## src/design/cqp_pkg.sv

```systemverilog
package cqp_pkg;

    // widths of the fixed fields on the ports
    localparam int unsigned FIELD_W     = 16;
    localparam int unsigned SHIFT_W     = 4;
    localparam int unsigned CFG_W       = 5;
    localparam int unsigned BYTE_W      = 8;
    localparam int unsigned CFG_INDEX_W = 2;
    localparam int unsigned SUM_W       = FIELD_W + 2;
    // room for three bytes: at most 7 pending bits plus a 16-bit value
    localparam int unsigned ACC_PAD_W   = 3 * BYTE_W;
    localparam int unsigned HELD_W      = 3;
    localparam int unsigned HELD_SUM_W  = 5;

    typedef enum logic [CFG_INDEX_W-1:0] {
        REG_ROUND_SHIFT  = 2'd0,
        REG_MODULUS_BITS = 2'd1,
        REG_PACK_WIDTH   = 2'd2
    } cfg_reg_t;

    typedef struct packed {
        logic [SHIFT_W-1:0] round_shift;
        logic [CFG_W-1:0]   modulus_bits;
        logic [CFG_W-1:0]   pack_width;
    } cfg_t;

endpackage

```

## src/design/cqp_quant.sv

```systemverilog
module cqp_quant #(
    parameter int unsigned COEFF_WIDTH = 16
) (
    input  cqp_pkg::cfg_t                     cfg,
    input  logic [COEFF_WIDTH-1:0]            coefficient,
    input  logic [cqp_pkg::FIELD_W-1:0]       dither,
    output logic [COEFF_WIDTH-1:0]            value,
    output logic [cqp_pkg::CFG_W-1:0]         width
);

    localparam logic [cqp_pkg::CFG_W-1:0] MaxBits = cqp_pkg::CFG_W'(COEFF_WIDTH);

    logic [cqp_pkg::FIELD_W-1:0] half;
    logic [cqp_pkg::SUM_W-1:0]   sum;
    logic [cqp_pkg::SUM_W-1:0]   shifted;
    logic [cqp_pkg::CFG_W-1:0]   mod_eff;
    logic [cqp_pkg::CFG_W-1:0]   mask_bits;
    logic [COEFF_WIDTH-1:0]      mask;

    always_comb
    begin
        if (cfg.round_shift == '0)
        begin
            half = '0;
        end
        else
        begin
            half = cqp_pkg::FIELD_W'(1) << (cfg.round_shift - 1'b1);
        end
        sum     = cqp_pkg::SUM_W'(coefficient) + cqp_pkg::SUM_W'(dither)
                + cqp_pkg::SUM_W'(half);
        shifted = sum >> cfg.round_shift;

        // settings above the coefficient width count as the full width
        mod_eff = (cfg.modulus_bits > MaxBits) ? MaxBits : cfg.modulus_bits;
        width   = (cfg.pack_width > MaxBits) ? MaxBits : cfg.pack_width;

        mask_bits = (mod_eff < width) ? mod_eff : width;
        mask      = ~({COEFF_WIDTH{1'b1}} << mask_bits);
        value     = shifted[COEFF_WIDTH-1:0] & mask;
    end

endmodule

```

## src/design/coefficient_quantize_and_pack.sv

```systemverilog
// coefficient quantizer and lsb-first bit packer
//
// input stream: s_tdata carries coefficient and dither, s_tlast marks the last
// coefficient of a polynomial. each coefficient is rounded, shifted by
// round_shift, masked to modulus_bits and pack_width, and appended to the bit
// stream. output stream: m_tdata carries one packed byte, m_tlast marks the
// last byte of the stream (the zero-padded flush byte when bits remain).
// config channel: cfg_index selects round_shift (0), modulus_bits (1) or
// pack_width (2); writes are taken every cycle, other indexes are dropped.
//
// the first byte of an item passes the input register and then the byte
// buffer before it is on m_tdata. the byte buffer drains one byte per cycle
// while m_tready is high, and takes the next item as it hands out the last
// byte of the current one. the next item enters the input register while
// bytes still drain.
// reset clears the bit accumulator, both buffers and the config registers
// (round_shift 0, modulus_bits 16, pack_width 16). when m_tready is low the
// byte buffer holds, the input register fills, then s_tready drops.
module coefficient_quantize_and_pack #(
    parameter int unsigned COEFF_WIDTH = 16
) (
    input  logic                                  clk,
    input  logic                                  rst_n,
    input  logic                                  s_tvalid,
    output logic                                  s_tready,
    input  logic [2*cqp_pkg::FIELD_W-1:0]         s_tdata,   // coefficient, dither
    input  logic                                  s_tlast,   // final_item
    output logic                                  m_tvalid,
    input  logic                                  m_tready,
    output logic [cqp_pkg::BYTE_W-1:0]            m_tdata,   // packed_byte
    output logic                                  m_tlast,   // final_byte
    input  logic                                  cfg_valid,
    output logic                                  cfg_ready,
    input  logic [cqp_pkg::CFG_INDEX_W-1:0]       cfg_index,
    input  logic [cqp_pkg::CFG_W-1:0]             cfg_data
);

    localparam int unsigned AccW = COEFF_WIDTH + 7;

    cqp_pkg::cfg_t cfg_reg;

    logic                                in_valid_reg;
    logic [COEFF_WIDTH-1:0]              in_coef_reg;
    logic [cqp_pkg::FIELD_W-1:0]         in_dither_reg;
    logic                                in_last_reg;

    logic [AccW-1:0]                     acc_reg;
    logic [AccW-1:0]                     acc_next;
    logic [cqp_pkg::HELD_W-1:0]          held_reg;
    logic [cqp_pkg::HELD_W-1:0]          held_next;

    logic [cqp_pkg::ACC_PAD_W-1:0]       buf_reg;
    logic [1:0]                          cnt_reg;
    logic                                buf_last_reg;

    logic [COEFF_WIDTH-1:0]              q_value;
    logic [cqp_pkg::CFG_W-1:0]           q_width;
    logic [AccW-1:0]                     acc_new;
    logic [cqp_pkg::ACC_PAD_W-1:0]       acc_pad;
    logic [cqp_pkg::HELD_SUM_W-1:0]      held_new;
    logic [1:0]                          n_full;
    logic                                flush;
    logic [1:0]                          n_bytes;
    logic                                pop;
    logic                                load;

    cqp_quant #(
        .COEFF_WIDTH(COEFF_WIDTH)
    ) u_quant (
        .cfg        (cfg_reg),
        .coefficient(in_coef_reg),
        .dither     (in_dither_reg),
        .value      (q_value),
        .width      (q_width)
    );

    assign cfg_ready = 1'b1;

    assign m_tvalid = (cnt_reg != 2'd0);
    assign m_tdata  = buf_reg[cqp_pkg::BYTE_W-1:0];
    assign m_tlast  = buf_last_reg && (cnt_reg == 2'd1);
    assign pop      = m_tvalid && m_tready;

    // byte buffer takes a new item when empty or handing out its last byte
    assign load     = in_valid_reg && ((cnt_reg == 2'd0) || ((cnt_reg == 2'd1) && pop));
    assign s_tready = !in_valid_reg || load;

    always_comb
    begin
        acc_new  = acc_reg | (AccW'(q_value) << held_reg);
        acc_pad  = cqp_pkg::ACC_PAD_W'(acc_new);
        held_new = cqp_pkg::HELD_SUM_W'(held_reg) + q_width;
        if (held_new[4])
        begin
            n_full = 2'd2;
        end
        else if (held_new[3])
        begin
            n_full = 2'd1;
        end
        else
        begin
            n_full = 2'd0;
        end
        // flush byte sits right after the full bytes
        flush   = in_last_reg && (held_new[2:0] != 3'd0);
        n_bytes = n_full + {1'b0, flush};

        if (in_last_reg)
        begin
            acc_next  = '0;
            held_next = '0;
        end
        else
        begin
            acc_next  = AccW'(acc_pad >> {n_full, 3'b000});
            held_next = held_new[2:0];
        end
    end

    always_ff @(posedge clk or negedge rst_n)
    begin
        if (!rst_n)
        begin
            cfg_reg.round_shift  <= '0;
            cfg_reg.modulus_bits <= cqp_pkg::CFG_W'(16);
            cfg_reg.pack_width   <= cqp_pkg::CFG_W'(16);
        end
        else if (cfg_valid && cfg_ready)
        begin
            case (cfg_index)
                cqp_pkg::REG_ROUND_SHIFT:
                begin
                    cfg_reg.round_shift <= cfg_data[cqp_pkg::SHIFT_W-1:0];
                end
                cqp_pkg::REG_MODULUS_BITS:
                begin
                    cfg_reg.modulus_bits <= cfg_data;
                end
                cqp_pkg::REG_PACK_WIDTH:
                begin
                    cfg_reg.pack_width <= cfg_data;
                end
                default:
                begin
                    cfg_reg <= cfg_reg;
                end
            endcase
        end
    end

    always_ff @(posedge clk or negedge rst_n)
    begin
        if (!rst_n)
        begin
            in_valid_reg <= 1'b0;
        end
        else if (s_tready)
        begin
            in_valid_reg <= s_tvalid;
        end
    end

    always_ff @(posedge clk)
    begin
        if (s_tvalid && s_tready)
        begin
            in_coef_reg   <= s_tdata[COEFF_WIDTH-1:0];
            in_dither_reg <= s_tdata[2*cqp_pkg::FIELD_W-1:cqp_pkg::FIELD_W];
            in_last_reg   <= s_tlast;
        end
    end

    always_ff @(posedge clk or negedge rst_n)
    begin
        if (!rst_n)
        begin
            acc_reg      <= '0;
            held_reg     <= '0;
            cnt_reg      <= 2'd0;
            buf_last_reg <= 1'b0;
        end
        else if (load)
        begin
            acc_reg      <= acc_next;
            held_reg     <= held_next;
            cnt_reg      <= n_bytes;
            buf_last_reg <= in_last_reg;
        end
        else if (pop)
        begin
            cnt_reg <= cnt_reg - 2'd1;
        end
    end

    always_ff @(posedge clk)
    begin
        if (load)
        begin
            buf_reg <= acc_pad;
        end
        else if (pop)
        begin
            buf_reg <= buf_reg >> cqp_pkg::BYTE_W;
        end
    end

    // a last item always leaves the accumulator empty
    assert property (@(posedge clk) disable iff (!rst_n)
        (load && in_last_reg) |=> (held_reg == '0 && acc_reg == '0))
        else $error("accumulator not cleared after last item");

    // no stray bits above the pending count
    assert property (@(posedge clk) disable iff (!rst_n)
        (acc_reg >> held_reg) == '0)
        else $error("accumulator holds bits above the pending count");

    // bytes of one item leave without gaps in valid
    assert property (@(posedge clk) disable iff (!rst_n)
        (pop && cnt_reg > 2'd1) |=> m_tvalid)
        else $error("byte buffer lost bytes of an item");

    // stream end only on the last byte of a buffered item
    assert property (@(posedge clk) disable iff (!rst_n)
        (load && !in_last_reg) |=> !m_tlast)
        else $error("end of stream flagged on a non-final item");

endmodule

```

## config.mk

```make
export PLATFORM = sky130hd
export DESIGN_NAME = coefficient_quantize_and_pack
export DESIGN_NICKNAME = d
export VERILOG_FILES = /design/src/design/cqp_pkg.sv /design/src/design/cqp_quant.sv /design/src/design/coefficient_quantize_and_pack.sv
export SDC_FILE = /design/constraint.sdc
export NUM_CORES = 1
export LEC_CHECK = 0
export ABC_CLOCK_PERIOD_IN_PS = 4500
export BUFFER_PORTS_ARGS = -buffer_cell sky130_fd_sc_hd__buf_2
export CORE_MARGIN = 4
export CORE_UTILIZATION = 56
export CTS_CLUSTER_DIAMETER = 60
export DETAILED_ROUTE_END_ITERATION = 16
export PLACE_DENSITY = 0.82
export SLEW_MARGIN = 30
export SYNTH_ARGS = -nofsm -noshare
export SYNTH_HDL_FRONTEND = slang
export SYNTH_HIERARCHICAL = 1
export SYNTH_SLANG_ARGS = --single-unit
```

## constraint.sdc

```tcl
create_clock -name clk -period 4.5 [get_ports clk]
set_clock_uncertainty 0.2 [all_clocks]
set_input_delay 0.225 -clock clk [delete_from_list [all_inputs] [get_ports clk]]
set_output_delay 0.225 -clock clk [all_outputs]
set_load 0.01 [all_outputs]
```

==> results <==
- The region available for standard cell placement spans 12700 µm².
- The average instance in the mapped netlist occupies 9.65 µm².
- The die footprint is 15000 µm².
- Across all register-to-register paths, the minimum setup slack is -600 ps.
- Measured against its own limit, the worst slew margin works out to 52.3%.
- Along the worst path, the maximum fanout reaches 5.
- In this run the critical register-to-register path is launched from cfg_reg[11].
- The worst min-delay path class is in2reg.
- On the critical path, the stage with the largest delay is an instance of sky130_fd_sc_hd__fa_1.
- The number of antenna violations at the first check in global routing is 0.
- Dividing the detail-routed wire length by the instance count gives 22.1 µm.
- The die width is 123 µm.
- The congestion estimate from routability-driven global placement came to 0.988.
- The final-report hold violation count is 0.
- The deepest clock path buffer count is 2.
- For this run, the total global-route usage over all layers was measured as 33.3%.
- The worst setup path is launched from a flop.
- In this run, synthesis produced a sequential element count of 100.
- The final layout contains routed wiring with a total length of 25400 µm.
- The number of max-slew violations in the final report is 0.
- Setup repair after global routing could not meet its margin everywhere.
- The number of sinks driven by the clock tree is 100.
- The number of enable flip-flop cells after synthesis is 56.
- Relative to the synthesized area, the layout overhead comes to 39.5%.
- The total of fill cells in the finished design is 800.
- Summed over all layers, the global routing overflow is 0.
- TritonCTS built the clock tree.
- For this configuration, the core starts out at a cell density of 57.9%.
- The number of routed nets with antenna violations is 0.
- The analysis attributes to cell leakage a power of 4.28 nW.
- The path with the worst hold slack has its endpoint at in_valid_reg.
- The clock reaches the later pin of the worst-skew pair after 360 ps.
- The maximum vdd drop is 0.000508 V.
- The most used flip-flop cell after synthesis is sky130_fd_sc_hd__edfxtp_1.
- The net count of the finished layout is 1059.
- In the routed layout, each cell is associated on average with a via count of 6.37.
- The xor and xnor area share after synthesis is 1.95%.
- The smallest clock period supported by the final layout is computed as 5100 ps.
- Timing would allow up to 196 MHz.
- By area, the combinational part of the netlist is dominated by compound AO/OA/AOI/OAI gates.
- The synthesized netlist contains 83 unique library cells.
- The number of nets handed over by synthesis was 851.
- The number of cells on the worst reg-to-reg path is 20.
- The critical path class is reg2reg.
- The largest single stage delay on the critical path is 480 ps.
- The detailed placement HPWL is 16400 µm.
- For this design the ratio of total power to cell area is 791 nW/µm².
- The library cell used most frequently in the layout, excluding fill and tap cells, is sky130_fd_sc_hd__buf_4.
- The root buffer cell chosen for the clock tree is sky130_fd_sc_hd__clkbuf_16.
- Across all setup checks in the final design, the least slack found is -596 ps.
- The launch point of the worst hold path is m_tready.
- Buffers inserted during clock tree synthesis total 9.
- The H-tree generated during clock tree synthesis spans 3 levels.
- The wire length of the first global-routing pass is 38500 µm.
- In the synthesized netlist, mux cells make up 8.40% of the area.
- The cell depth of the worst hold path is 4.
- At the pin with the least slew margin, the transition time is 715 ps.
- Once placement completed, the tool counted placed cells totaling 1052.
- The number of port buffers is 55.
- The async set or reset register ratio after synthesis is 44.0%.
- For this run, the number of Yosys warnings is 6.
- The kind of end point of the critical path is a flop.
- The tightest hold path in the finished design has a slack of 12.2 ps.
- Walking the worst path, the cells encountered are buf_6 -> nand2_8 -> buf_4 -> nor2_4 -> fa_1 -> ha_4 -> buf_4 -> buf_4 -> o211ai_1 -> nor3_1 -> a21boi_2 -> xor2_2 -> mux2_4 -> mux2i_2 -> and2_1 -> o311a_1 -> mux2_4 -> a2111oi_4 -> mux2i_1 -> a221o_1.
- The cell row count is 41.
- Setup violations remaining at the end of the flow were counted as 45.
- The share of synthesized area occupied by flip-flops and latches is 37.8%.
- The number of global-route vias before repair came to 7235.
- Leaving out fill and tap cells, the most frequent cells in the layout are sky130_fd_sc_hd__buf_4, sky130_fd_sc_hd__nand2_1, sky130_fd_sc_hd__edfxtp_1, sky130_fd_sc_hd__nor2_1, sky130_fd_sc_hd__buf_2.
- Dividing the final minimum period by the clock period gives 113%.
- Among the stages of the critical path, the cell type that occurs most often is sky130_fd_sc_hd__buf_4.
- In the final layout, the share of cells above drive strength 1 is 41.4%.
- The first TritonRoute pass finished after 6 iterations.
- The via count of the routed design is 7318.
- The number of I/O pins is 57.
- STA puts the critical path data required time at 4550 ps.
- In this run the vertical extent of the chip is 123 µm.
- The number of standard cells after synthesis is 763.
- The synthesized netlist devotes 20.8% of its cell area to compound gates.
- The arrival time reported for the critical path endpoint is 5140 ps.
- The count of max-cap constraint violations is 0.
- The synthesized netlist devotes 9.14% of its cell area to adder and majority cells.
- Clock-pin slew was measured on the worst setup and hold paths at 80 ps.
- The detailed router's first-iteration violation count is 860.
- The endpoint identified for the worst register-to-register timing path is acc_reg[5].
- After detailed routing, the number of remaining DRC violations is 0.
- The checks that failed: setup timing.
- The run finished, with violations left.
- Summing the areas of all and, or, nand and nor instances in the mapped netlist gives 16.2% of the synthesized area.
- The final standard cell count with taps included and fillers excluded is 1148.
- The post-synth design cell area is 7360 µm².
- The number of diodes is 0.
- The largest net degree at the start of global routing is 45.
-- cell families after synthesis --
group,Yosys count
fa+ha+maj,43
xor+xnor,14
simple gates,253
mux,56
buf+inv,78
compound gates,217
other cells,2
flops,100
-- report_power, final --
group | internal (W) | switching [W] | total (W) | leakage (nW)
Clock | 0.000382 | 0.000374 | 0.000757 | 0.133
Combinational | 0.00265 | 0.00322 | 0.00587 | 3.03
Sequential | 0.00132 | 0.000182 | 0.00150 | 1.11
-- layout make-up --
type / count / area, µm² / share of cell area [%]
clock buffer: 10 / 229 / 2.23
sequential: 100 / 2790 / 27.2
inverter: 30 / 120 / 1.17
clock inverter: 6 / 46.3 / 0.451
tap: 172 / 215 / 2.10
timing repair buffer: 245 / 1840 / 17.9
multi-input combinational: 585 / 5030 / 49.0
-- per-stage QoR --
stage / TNS (ps) / cell area [µm²] / util (%) / setup WS [ps] / total power [W]
2_1_floorplan: -1220 / 7440 / - / -215 / 0.00432
3_3_place_gp: -18090 / 8460 / 66.5 / -579 / 0.00569
3_5_place_dp: -24100 / 8460 / 66.5 / -774 / 0.00582
4_1_cts: -8430 / 9970 / 78.4 / -328 / 0.00753
5_1_grt: -23800 / 10300 / 80.7 / -674 / 0.00852
6_report: -17880 / 10300 / 80.7 / -596 / 0.00813
-- how the worst max path moves through the flow --
stage                             to  slack, ps        start  cells after the start
after floorplan           acc_reg[5]       -210  cfg_reg[10]                     20
after global placement    acc_reg[3]       -580  cfg_reg[12]                     18
after detailed placement  acc_reg[3]       -770  cfg_reg[11]                     18
after CTS                 acc_reg[5]       -330  cfg_reg[11]                     19
after global routing      acc_reg[2]       -670  cfg_reg[11]                     21
final                     acc_reg[5]       -600  cfg_reg[11]                     20
-- timing repair --
action | CTS | global route
setup endpoints to repair | 45 | 45
endpoints found under the hold margin | 90 | 0
hold buffers | 40 | 0
buffers inserted | 24 | 16
resized for setup | 155 | 35
pin swaps | 51 | 29
-- critical path: cells and delay by family, from the launching register on --
family                   cells  cell delay, ps
XOR/XNOR                     1             270
AO/OA/AOI/OAI                5            1240
multiplexers                 4             780
buffers and inverters        4             520
flip-flops                   1             430
adder cells (fa/ha/maj)      2             810
AND/OR/NAND/NOR              4             730
-- cells in the mapped netlist (all sizes together), types with 3 or more instances --
cell | number | area share, %
nand2 | 90 | 4.6
nor2 | 72 | 3.7
edfxtp | 56 | 23
o21ai | 46 | 3.2
a21oi | 45 | 3.2
dfrtp | 42 | 14
mux2i | 34 | 4.7
inv | 30 | 1.5
buf | 28 | 2.4
ha | 25 | 4.2
clkbuf | 20 | 1.6
mux2 | 20 | 3.1
a22oi | 19 | 1.9
fa | 18 | 4.9
nand3 | 14 | 1.0
nor3 | 13 | 0.95
a211oi | 11 | 1.5
nor2b | 11 | 0.93
o211ai | 10 | 1.0
o22ai | 10 | 0.85
and3 | 8 | 0.68
nand2b | 8 | 0.68
xor2 | 8 | 1.1
a211o | 7 | 0.85
nand4 | 7 | 0.59
o21a | 7 | 0.71
a21o | 6 | 0.61
a31oi | 6 | 0.51
a32o | 6 | 0.82
and2 | 6 | 0.51
nor3b | 6 | 0.61
o31ai | 6 | 0.61
o221ai | 5 | 0.59
xnor2 | 5 | 0.59
a2111oi | 4 | 0.82
a221o | 4 | 0.54
nand3b | 4 | 0.41
nor4 | 4 | 0.54
a221oi | 3 | 0.36
a32oi | 3 | 0.36
o211a | 3 | 0.41
or2 | 3 | 0.25
or3 | 3 | 0.25
-- layer usage --
metal | vias up | global-route usage (%) | share of wire [%]
met4 | 0 | 12.2 | 4.0
met2 | 431 | 55.9 | 48
met3 | 91 | 6.04 | 8.2
li1 | 3227 | - | -
met5 | - | 0 | 0
met1 | 3569 | 43.1 | 40
(Power assumes the default switching activity.)
